`src/design/asc_pkg.sv`:
```
// shared types, constants and codes of the adaptive step counter
package asc_pkg;

	// sample width and derived widths of the magnitude datapath
	localparam int ACCEL_BITS = 16;
	localparam int SUM_W      = 2 * ACCEL_BITS + 2;
	localparam int ROOT_W     = SUM_W / 2;
	localparam int REM_W      = ROOT_W + 2;
	localparam int CNT_W      = $clog2(ROOT_W);

	// register indexes of the configuration port
	localparam int CFG_IDX_W = 3;
	typedef logic [CFG_IDX_W-1:0] cfg_index_t;
	localparam cfg_index_t REG_FILTER_GAIN   = 3'd0;
	localparam cfg_index_t REG_THR_START     = 3'd1;
	localparam cfg_index_t REG_THR_INCREMENT = 3'd2;
	localparam cfg_index_t REG_THR_DECREMENT = 3'd3;
	localparam cfg_index_t REG_THR_FLOOR     = 3'd4;
	localparam cfg_index_t REG_STEP_GAP      = 3'd5;

	// register reset values
	localparam logic [15:0] RST_FILTER_GAIN   = 16'd19661;
	localparam logic [15:0] RST_THR_START     = 16'd1408;
	localparam logic [15:0] RST_THR_INCREMENT = 16'd64;
	localparam logic [15:0] RST_THR_DECREMENT = 16'd6;
	localparam logic [15:0] RST_THR_FLOOR     = 16'd1344;
	localparam logic [15:0] RST_STEP_GAP      = 16'd300;

	// 1.5 m/s^2 in 1/128 units
	localparam logic [16:0] REARM_MARGIN = 17'd192;
	localparam logic [15:0] LEVEL_MAX    = 16'hFFFF;

	// axis select codes
	localparam logic [1:0] AXIS_X = 2'd0;
	localparam logic [1:0] AXIS_Y = 2'd1;
	localparam logic [1:0] AXIS_Z = 2'd2;

	typedef struct packed {
		logic signed [ACCEL_BITS-1:0] accel_x;
		logic signed [ACCEL_BITS-1:0] accel_y;
		logic signed [ACCEL_BITS-1:0] accel_z;
		logic [31:0]                  now_ms;
	} in_item_t;

	typedef struct packed {
		logic [15:0] smoothed_level;
		logic        step_pulse;
		logic [31:0] step_total;
		logic [15:0] current_threshold;
	} out_item_t;

	typedef struct packed {
		logic [15:0] filter_gain;
		logic [15:0] threshold_start;
		logic [15:0] threshold_increment;
		logic [15:0] threshold_decrement;
		logic [15:0] threshold_floor;
		logic [15:0] step_gap_ms;
	} cfg_t;

	typedef enum logic [2:0] {
		ST_IDLE,
		ST_SQUARE,
		ST_ROOT,
		ST_FILT_A,
		ST_FILT_B,
		ST_DECIDE,
		ST_FINISH
	} state_t;

	typedef struct packed {
		logic       load;
		logic       square;
		logic [1:0] axis;
		logic       root_step;
		logic       filt_a;
		logic       filt_b;
		logic       decide;
		logic       finish;
	} ctrl_cmd_t;

	typedef struct packed {
		logic out_blocked;
	} ctrl_status_t;

endpackage

```
`src/design/asc_ctrl.sv`:
```
// sequencer of the step counter: walks one item through the datapath
module asc_ctrl (
	input  logic                 clk,
	input  logic                 arst_n,
	input  logic                 in_valid,
	output logic                 in_ready,
	input  asc_pkg::ctrl_status_t status,
	output asc_pkg::ctrl_cmd_t    cmd
);
	import asc_pkg::*;

	state_t           state_q;
	state_t           state_d;
	logic [CNT_W-1:0] cnt_q;

	localparam logic [CNT_W-1:0] SQ_LAST   = CNT_W'(AXIS_Z);
	localparam logic [CNT_W-1:0] ROOT_LAST = CNT_W'(ROOT_W - 1);

	always_comb begin
		state_d = state_q;
		unique case (state_q)
			ST_IDLE:   if (in_valid) state_d = ST_SQUARE;
			ST_SQUARE: if (cnt_q == SQ_LAST) state_d = ST_ROOT;
			ST_ROOT:   if (cnt_q == ROOT_LAST) state_d = ST_FILT_A;
			ST_FILT_A: state_d = ST_FILT_B;
			ST_FILT_B: state_d = ST_DECIDE;
			ST_DECIDE: state_d = ST_FINISH;
			ST_FINISH: if (!status.out_blocked) state_d = ST_IDLE;
			default:   state_d = ST_IDLE;
		endcase
	end

	always_comb begin
		cmd      = '0;
		in_ready = 1'b0;
		cmd.axis = cnt_q[1:0];
		unique case (state_q)
			ST_IDLE: begin
				in_ready = 1'b1;
				cmd.load = in_valid;
			end
			ST_SQUARE: cmd.square    = 1'b1;
			ST_ROOT:   cmd.root_step = 1'b1;
			ST_FILT_A: cmd.filt_a    = 1'b1;
			ST_FILT_B: cmd.filt_b    = 1'b1;
			ST_DECIDE: cmd.decide    = 1'b1;
			ST_FINISH: cmd.finish    = !status.out_blocked;
			default: ;
		endcase
	end

	always_ff @(posedge clk or negedge arst_n) begin
		if (!arst_n) begin
			state_q <= ST_IDLE;
			cnt_q   <= '0;
		end else begin
			state_q <= state_d;
			if (state_q != state_d) begin
				cnt_q <= '0;
			end else if (state_q == ST_SQUARE || state_q == ST_ROOT) begin
				cnt_q <= cnt_q + CNT_W'(1);
			end
		end
	end

endmodule

```
`src/design/asc_datapath.sv`:
```
// magnitude, low-pass filter, threshold tracking and result register
module asc_datapath (
	input  logic                  clk,
	input  logic                  arst_n,
	input  asc_pkg::ctrl_cmd_t    cmd,
	output asc_pkg::ctrl_status_t status,
	input  asc_pkg::in_item_t     in_data,
	input  asc_pkg::cfg_t         cfg,
	input  logic                  thr_load,
	input  logic [15:0]           thr_load_val,
	input  logic                  out_ready,
	output logic                  out_valid,
	output asc_pkg::out_item_t    out_data
);
	import asc_pkg::*;

	// sample registers
	logic signed [ACCEL_BITS-1:0] ax_q, ay_q, az_q;
	logic [31:0]                  now_q;

	// sum of squares and root iteration
	logic [SUM_W-1:0]  sum_q;
	logic [REM_W-1:0]  rem_q;
	logic [ROOT_W-1:0] root_q;
	logic [32:0]       acc_q;

	// detector state
	logic [15:0] level_q;
	logic [15:0] thr_q;
	logic        latched_q;
	logic [31:0] last_ms_q;
	logic [31:0] count_q;
	logic        pulse_q;

	out_item_t out_q;
	logic      out_valid_q;

	logic signed [ACCEL_BITS-1:0] axis_sel;
	logic [ACCEL_BITS-1:0]        axis_abs;
	logic [2*ACCEL_BITS-1:0]      axis_sq;
	logic [REM_W-1:0]             rem_sh;
	logic [REM_W-1:0]             trial;
	logic [ROOT_W+15:0]           root_ext;
	logic [15:0]                  mag_sat;
	logic [16:0]                  gain_inv;
	logic [32:0]                  filt_sum;
	logic [31:0]                  elapsed;
	logic                         hit;
	logic [16:0]                  thr_rise;
	logic [16:0]                  thr_lim;
	logic [15:0]                  thr_up;
	logic [15:0]                  thr_dn;
	logic                         rearm;

	always_comb begin
		unique case (cmd.axis)
			AXIS_X:  axis_sel = ax_q;
			AXIS_Y:  axis_sel = ay_q;
			default: axis_sel = az_q;
		endcase
	end

	assign axis_abs = axis_sel[ACCEL_BITS-1] ? ACCEL_BITS'(-axis_sel) : axis_sel;
	assign axis_sq  = axis_abs * axis_abs;

	// one root bit per step, two radicand bits brought down
	assign rem_sh = {rem_q[REM_W-3:0], sum_q[SUM_W-1 -: 2]};
	assign trial  = {root_q, 2'b01};

	assign root_ext = (ROOT_W + 16)'(root_q);
	assign mag_sat  = (|root_ext[ROOT_W+15:16]) ? LEVEL_MAX : root_ext[15:0];

	assign gain_inv = 17'h10000 - {1'b0, cfg.filter_gain};
	assign filt_sum = acc_q + (gain_inv * level_q) + 33'd32768;

	assign elapsed  = now_q - last_ms_q;
	assign hit      = (level_q > thr_q) && !latched_q && (elapsed > {16'd0, cfg.step_gap_ms});
	assign thr_rise = {1'b0, thr_q} + {1'b0, cfg.threshold_increment};
	assign thr_up   = thr_rise[16] ? LEVEL_MAX : thr_rise[15:0];
	assign thr_lim  = {1'b0, cfg.threshold_floor} + {1'b0, cfg.threshold_decrement};
	assign thr_dn   = ({1'b0, thr_q} < thr_lim) ? cfg.threshold_floor
	                                            : thr_q - cfg.threshold_decrement;
	assign rearm    = ({1'b0, level_q} + REARM_MARGIN) < {1'b0, thr_q};

	// working registers, no reset needed
	always_ff @(posedge clk) begin
		if (cmd.load) begin
			ax_q   <= in_data.accel_x;
			ay_q   <= in_data.accel_y;
			az_q   <= in_data.accel_z;
			now_q  <= in_data.now_ms;
			sum_q  <= '0;
			rem_q  <= '0;
			root_q <= '0;
		end else if (cmd.square) begin
			sum_q <= sum_q + SUM_W'(axis_sq);
		end else if (cmd.root_step) begin
			sum_q <= sum_q << 2;
			if (rem_sh >= trial) begin
				rem_q  <= rem_sh - trial;
				root_q <= {root_q[ROOT_W-2:0], 1'b1};
			end else begin
				rem_q  <= rem_sh;
				root_q <= {root_q[ROOT_W-2:0], 1'b0};
			end
		end
		if (cmd.filt_a) begin
			acc_q <= 33'(32'(cfg.filter_gain) * 32'(mag_sat));
		end
		if (cmd.decide) begin
			pulse_q <= hit;
		end
		if (cmd.finish) begin
			out_q.smoothed_level    <= level_q;
			out_q.step_pulse        <= pulse_q;
			out_q.step_total        <= count_q;
			out_q.current_threshold <= thr_q;
		end
	end

	// detector state
	always_ff @(posedge clk or negedge arst_n) begin
		if (!arst_n) begin
			level_q   <= '0;
			thr_q     <= RST_THR_START;
			latched_q <= 1'b0;
			last_ms_q <= '0;
			count_q   <= '0;
		end else begin
			if (cmd.filt_b) begin
				level_q <= filt_sum[31:16];
			end
			if (thr_load) begin
				thr_q <= thr_load_val;
			end else if (cmd.decide) begin
				thr_q <= hit ? thr_up : thr_dn;
			end
			if (cmd.decide && hit) begin
				latched_q <= 1'b1;
				last_ms_q <= now_q;
				count_q   <= count_q + 32'd1;
			end else if (cmd.finish && rearm) begin
				latched_q <= 1'b0;
			end
		end
	end

	always_ff @(posedge clk or negedge arst_n) begin
		if (!arst_n) begin
			out_valid_q <= 1'b0;
		end else if (cmd.finish) begin
			out_valid_q <= 1'b1;
		end else if (out_ready) begin
			out_valid_q <= 1'b0;
		end
	end

	assign status.out_blocked = out_valid_q && !out_ready;
	assign out_valid          = out_valid_q;
	assign out_data           = out_q;

endmodule

```
`src/design/adaptive_step_counter.sv`:
```
// top level of the adaptive step counter: configuration registers and wiring
//
// usage
// - input channel in_valid/in_ready/in_data carries one accelerometer item:
//   three signed axes and a millisecond timestamp
// - output channel out_valid/out_ready/out_data returns exactly one result per
//   item: smoothed level, step pulse, step total and the updated threshold
// - cfg_valid/cfg_ready/cfg_index/cfg_data writes the six settings; always
//   ready, write only while no item is in flight; writing threshold_start
//   also reloads the live threshold, unknown indexes are dropped
// - processing: after the accepting edge an item passes the squaring steps on
//   one shared multiplier, the bit-serial root at one bit per cycle, the
//   filter steps, decide and finish, then out_valid rises
// - throughput: one item in flight at a time, limited by the bit-serial
//   square root
// - the next item is taken as soon as the result sits in the output
//   register; a stalled receiver holds the finished result there and the
//   following item then waits in the finish cycle until the slot frees
// - reset clears the level, step count, timestamp and re-arms the detector;
//   the threshold and settings come back to their default values
module adaptive_step_counter (
	input  logic                 clk,
	input  logic                 arst_n,
	input  logic                 in_valid,
	output logic                 in_ready,
	input  asc_pkg::in_item_t    in_data,
	output logic                 out_valid,
	input  logic                 out_ready,
	output asc_pkg::out_item_t   out_data,
	input  logic                 cfg_valid,
	output logic                 cfg_ready,
	input  asc_pkg::cfg_index_t  cfg_index,
	input  logic [15:0]          cfg_data
);
	import asc_pkg::*;

	cfg_t         cfg_q;
	ctrl_cmd_t    cmd;
	ctrl_status_t status;
	logic         cfg_wr;
	logic         thr_load;

	assign cfg_ready = 1'b1;
	assign cfg_wr    = cfg_valid && cfg_ready;
	// a write of the start value also restarts the live threshold
	assign thr_load  = cfg_wr && (cfg_index == REG_THR_START);

	// settings register file
	always_ff @(posedge clk or negedge arst_n) begin
		if (!arst_n) begin
			cfg_q.filter_gain         <= RST_FILTER_GAIN;
			cfg_q.threshold_start     <= RST_THR_START;
			cfg_q.threshold_increment <= RST_THR_INCREMENT;
			cfg_q.threshold_decrement <= RST_THR_DECREMENT;
			cfg_q.threshold_floor     <= RST_THR_FLOOR;
			cfg_q.step_gap_ms         <= RST_STEP_GAP;
		end else if (cfg_wr) begin
			unique case (cfg_index)
				REG_FILTER_GAIN:   cfg_q.filter_gain         <= cfg_data;
				REG_THR_START:     cfg_q.threshold_start     <= cfg_data;
				REG_THR_INCREMENT: cfg_q.threshold_increment <= cfg_data;
				REG_THR_DECREMENT: cfg_q.threshold_decrement <= cfg_data;
				REG_THR_FLOOR:     cfg_q.threshold_floor     <= cfg_data;
				REG_STEP_GAP:      cfg_q.step_gap_ms         <= cfg_data;
				default: ;
			endcase
		end
	end

	// sequencer
	asc_ctrl u_ctrl (
		.clk      (clk),
		.arst_n   (arst_n),
		.in_valid (in_valid),
		.in_ready (in_ready),
		.status   (status),
		.cmd      (cmd)
	);

	// arithmetic and detector state
	asc_datapath u_datapath (
		.clk          (clk),
		.arst_n       (arst_n),
		.cmd          (cmd),
		.status       (status),
		.in_data      (in_data),
		.cfg          (cfg_q),
		.thr_load     (thr_load),
		.thr_load_val (cfg_data),
		.out_ready    (out_ready),
		.out_valid    (out_valid),
		.out_data     (out_data)
	);

	// an accepted item keeps the block busy on the next cycle
	a_busy_after_accept: assert property (@(posedge clk) disable iff (!arst_n)
		in_valid && in_ready |=> !in_ready)
		else $error("input taken again right after an accepted item");

	// a new result only comes out of the finish cycle, never while idle
	a_result_from_work: assert property (@(posedge clk) disable iff (!arst_n)
		$rose(out_valid) |-> !$past(in_ready))
		else $error("result raised without a finished item");

	// a stalled result stays put until the receiver takes it
	a_result_held: assert property (@(posedge clk) disable iff (!arst_n)
		out_valid && !out_ready |=> out_valid && $stable(out_data))
		else $error("result dropped or changed while stalled");

endmodule

```
`config.mk`:
```
export PLATFORM = sky130hd
export DESIGN_NAME = adaptive_step_counter
export DESIGN_NICKNAME = d
export VERILOG_FILES = /design/src/design/asc_pkg.sv /design/src/design/asc_ctrl.sv /design/src/design/asc_datapath.sv /design/src/design/adaptive_step_counter.sv
export SDC_FILE = /design/constraint.sdc
export NUM_CORES = 2
export LEC_CHECK = 0
export BUFFER_PORTS_ARGS = -buffer_cell sky130_fd_sc_hd__buf_2
export CORE_MARGIN = 5
export CORE_UTILIZATION = 40
export CTS_CLUSTER_SIZE = 10
export DETAILED_ROUTE_END_ITERATION = 12
export PLACE_DENSITY_LB_ADDON = 0.05
export SYNTH_ARGS = -nofsm -noshare
export SYNTH_HDL_FRONTEND = slang
export SYNTH_SLANG_ARGS = --single-unit
export TNS_END_PERCENT = 1
```
`constraint.sdc`:
```
create_clock -name clk -period 25.4 [get_ports clk]
set_input_delay 5.08 -clock clk [delete_from_list [all_inputs] [get_ports clk]]
set_output_delay 5.08 -clock clk [all_outputs]
set_load 0.01 [all_outputs]
```
==> results_dict.tcl <==
set metrics [dict create \
    fin_crit_ps 10490 \
    endpoint_kind "flip-flop" \
    grt_max_degree 85 \
    dieArea_um2 129000 \
    wl_per_cell_um 19.2 \
    die_height_um 360 \
    cts_buffer_depth 3 \
    synthCells 5180 \
    avgSynthCellArea_um2 9.44 \
    vias_per_cell 5.03 \
    crit_path_max_fanout 18 \
    grt_usage_pct 20.8 \
    cp-start-kind "flip-flop" \
    max-cap-violations 0 \
    clk_latency_ps 680 \
    start_util_pct 40.2 \
    final-setup-viol-count 0 \
    dp_slack_ps 14820 \
    hold_viol_final 0 \
    final_max_slew_viol_count 0 \
    worst_pin_slew_ps 1230 \
    finalNonFillerCells 6984 \
    hold_path.class "reg -> reg" \
    maxSlewHeadroom_pct 18.0 \
    worst_slack_ps 14910 \
    yosysMostFrequentCell "inv_1" \
    grt_overflow 0 \
    die-width_um 360 \
    drc 0 \
    arrival_ps 11030 \
    io-pin-count 172 \
    yosysTopAreaCellShare_pct 25.8 \
    synth_largest_area_cell "fa_1" \
    layout-drive-gt1-share_pct 9.26 \
    cts_sinks 432 \
    ys_seq_area_share_pct 23.3 \
    synth-edff-count 178 \
    cts.clk_slew.worst_paths_ps 60 \
    skew_ps 49.8 \
    synth_area_leaders "fa_1, ha_1, edfxtp_1" \
    numCtsBuffers 57 \
    ys_top_cells_by_count "inv_1, fa_1, nand2_1" \
    run_status "complete, no violations" \
    grt_pass1_wl_um 214000 \
    drt_first_iter_violations 1731 \
    dpl.cell_count 6871 \
    setup-tns-final_ps 0 \
    synth_ff_type "edfxtp_1" \
    netlist_area_um2 48900 \
    period_share_pct 41.3 \
    holdBufCountCts 0 \
    ant_nets 0 \
    antenna_found_initial 7 \
    syn_to_final_growth_pct 9.61 \
    via_count 35100 \
    ctsResizeCount 0 \
    fmax_ghz 0.0953 \
    core-area_um2 122000 \
    root_buffer "clkbuf_16" \
    ys_ff_latch 432 \
    synth_cell_types 82 \
    yosys_warnings 0 \
    first_pass_iters 5 \
    drt_wl_total_um 134000 \
    gp_congestion 0.861 \
    htree_levels 2 \
    cp_slowest_cell "ha_1" \
    critPathRequiredTime_ps 25940 \
    dp.final_hpwl_um 105000 \
    rsz0062_at_grt "false" \
    postCtsSetupRepairBufs 0 \
    synthArstFlopShare_pct 43.1 \
    grt_pass1_vias 37600 \
    row_count 128 \
    max_stage_delay_ps 630 \
    io_buffers 170 \
    tritoncts "yes" \
    final_nets 6518 \
    nFillCells 12000 \
    critPathKind "reg -> reg" \
]
==> stage by stage <==
| step | utilization (%) | area [um2] | hold slack [ps] |
|---|---|---|---|
| 4_1_cts | 44.1 | 53600 | 429 |
| 3_3_place_gp | 42.5 | 51700 | 414 |
| 3_5_place_dp | 42.5 | 51700 | 414 |
| 2_1_floorplan | - | 48900 | 400 |
| 6_report | 44.1 | 53600 | 427 |
| 5_1_grt | 44.1 | 53600 | 441 |
==> registers in the layout (all words and copies together), names as in the netlist, 17 cells and up <==
name / count
u_datapath.now_q: 32
u_datapath.root_q: 17
u_datapath.out_data: 65
cfg_q: 80
u_datapath.count_q: 32
u_datapath.rem_q: 17
u_datapath.sum_q: 34
u_datapath.acc_q: 32
u_datapath.last_ms_q: 32
==> path summary, 6_finish.rpt <==
path | startpoint | endpoint | slack, ps | depth (start not counted)
min in group asynchronous | arst_n | u_datapath.last_ms_q[26] | 4430 | 1
hold / removal | u_datapath.pulse_q | u_datapath.out_data[48] | 430 | 0
max in group asynchronous | arst_n | u_datapath.count_q[20] | 19610 | 2
hold reg to reg | u_datapath.pulse_q | u_datapath.out_data[48] | 430 | 0
setup / recovery | u_ctrl.cnt_q[0] | u_datapath.sum_q[33] | 14910 | 33
setup reg to reg | u_ctrl.cnt_q[0] | u_datapath.sum_q[33] | 14910 | 33
==> per-layer routing <==
layer | GRT usage [%] | wire (um) | part of all wire, %
met5 | 0 | 7 | 0.0052
met2 | 35.7 | 64400 | 48
met4 | 5.22 | 3200 | 2.4
met3 | 2.21 | 4790 | 3.6
met1 | 28.5 | 61500 | 46
==> worst max-delay path: cells and delay by family, from the launching register on <==
| kind | cells | cell delay (ps) |
|---|---|---|
| adder cells (fa/ha/maj) | 9 | 4330 |
| AO/OA/AOI/OAI | 11 | 2830 |
| buffers and inverters | 7 | 1170 |
| AND/OR/NAND/NOR | 5 | 1040 |
| XOR/XNOR | 1 | 580 |
| flip-flops | 1 | 410 |
==> layout by cell type (no fill, tap or decap), types with 69 or more instances in the layout <==
cell,count
inv_1,998
fa_1,630
nand2_1,606
ha_1,479
a21oi_1,252
nor2_1,246
edfxtp_1,178
buf_2,169
dfrtp_1,165
o21ai_0,134
and2_1,132
xnor2_1,120
mux2_2,112
xor2_1,99
nor2b_1,88
nor3_1,69
==> final cells by class <==
class / count / area [um2] / share of cell area [%]
diodes: 5 / 12.5 / 0.0233
clock buffers: 94 / 1710 / 3.19
clock inverters: 14 / 210 / 0.392
inverters: 1009 / 3790 / 7.07
multi-input cells: 3567 / 33100 / 61.7
flip-flops and latches: 432 / 11400 / 21.2
well taps: 1625 / 2030 / 3.79
repair buffers: 238 / 1370 / 2.56
==> cell families (layout without fill, tap and decap cells) <==
group | after synthesis | in the layout | share of synthesized area (%)
other cells | 2 | 17 | 0.0154
mux | 136 | 136 | 3.07
xor+xnor | 219 | 219 | 3.92
compound gates | 722 | 722 | 9.37
simple gates | 1369 | 1369 | 13.0
buf+inv | 1191 | 1355 | 9.28
flops | 432 | 432 | 23.3
fa+ha+maj | 1109 | 1109 | 38.0
Power is not shown: default switching activity piles up to over one toggle a cycle in this logic, so the estimate is an artifact.
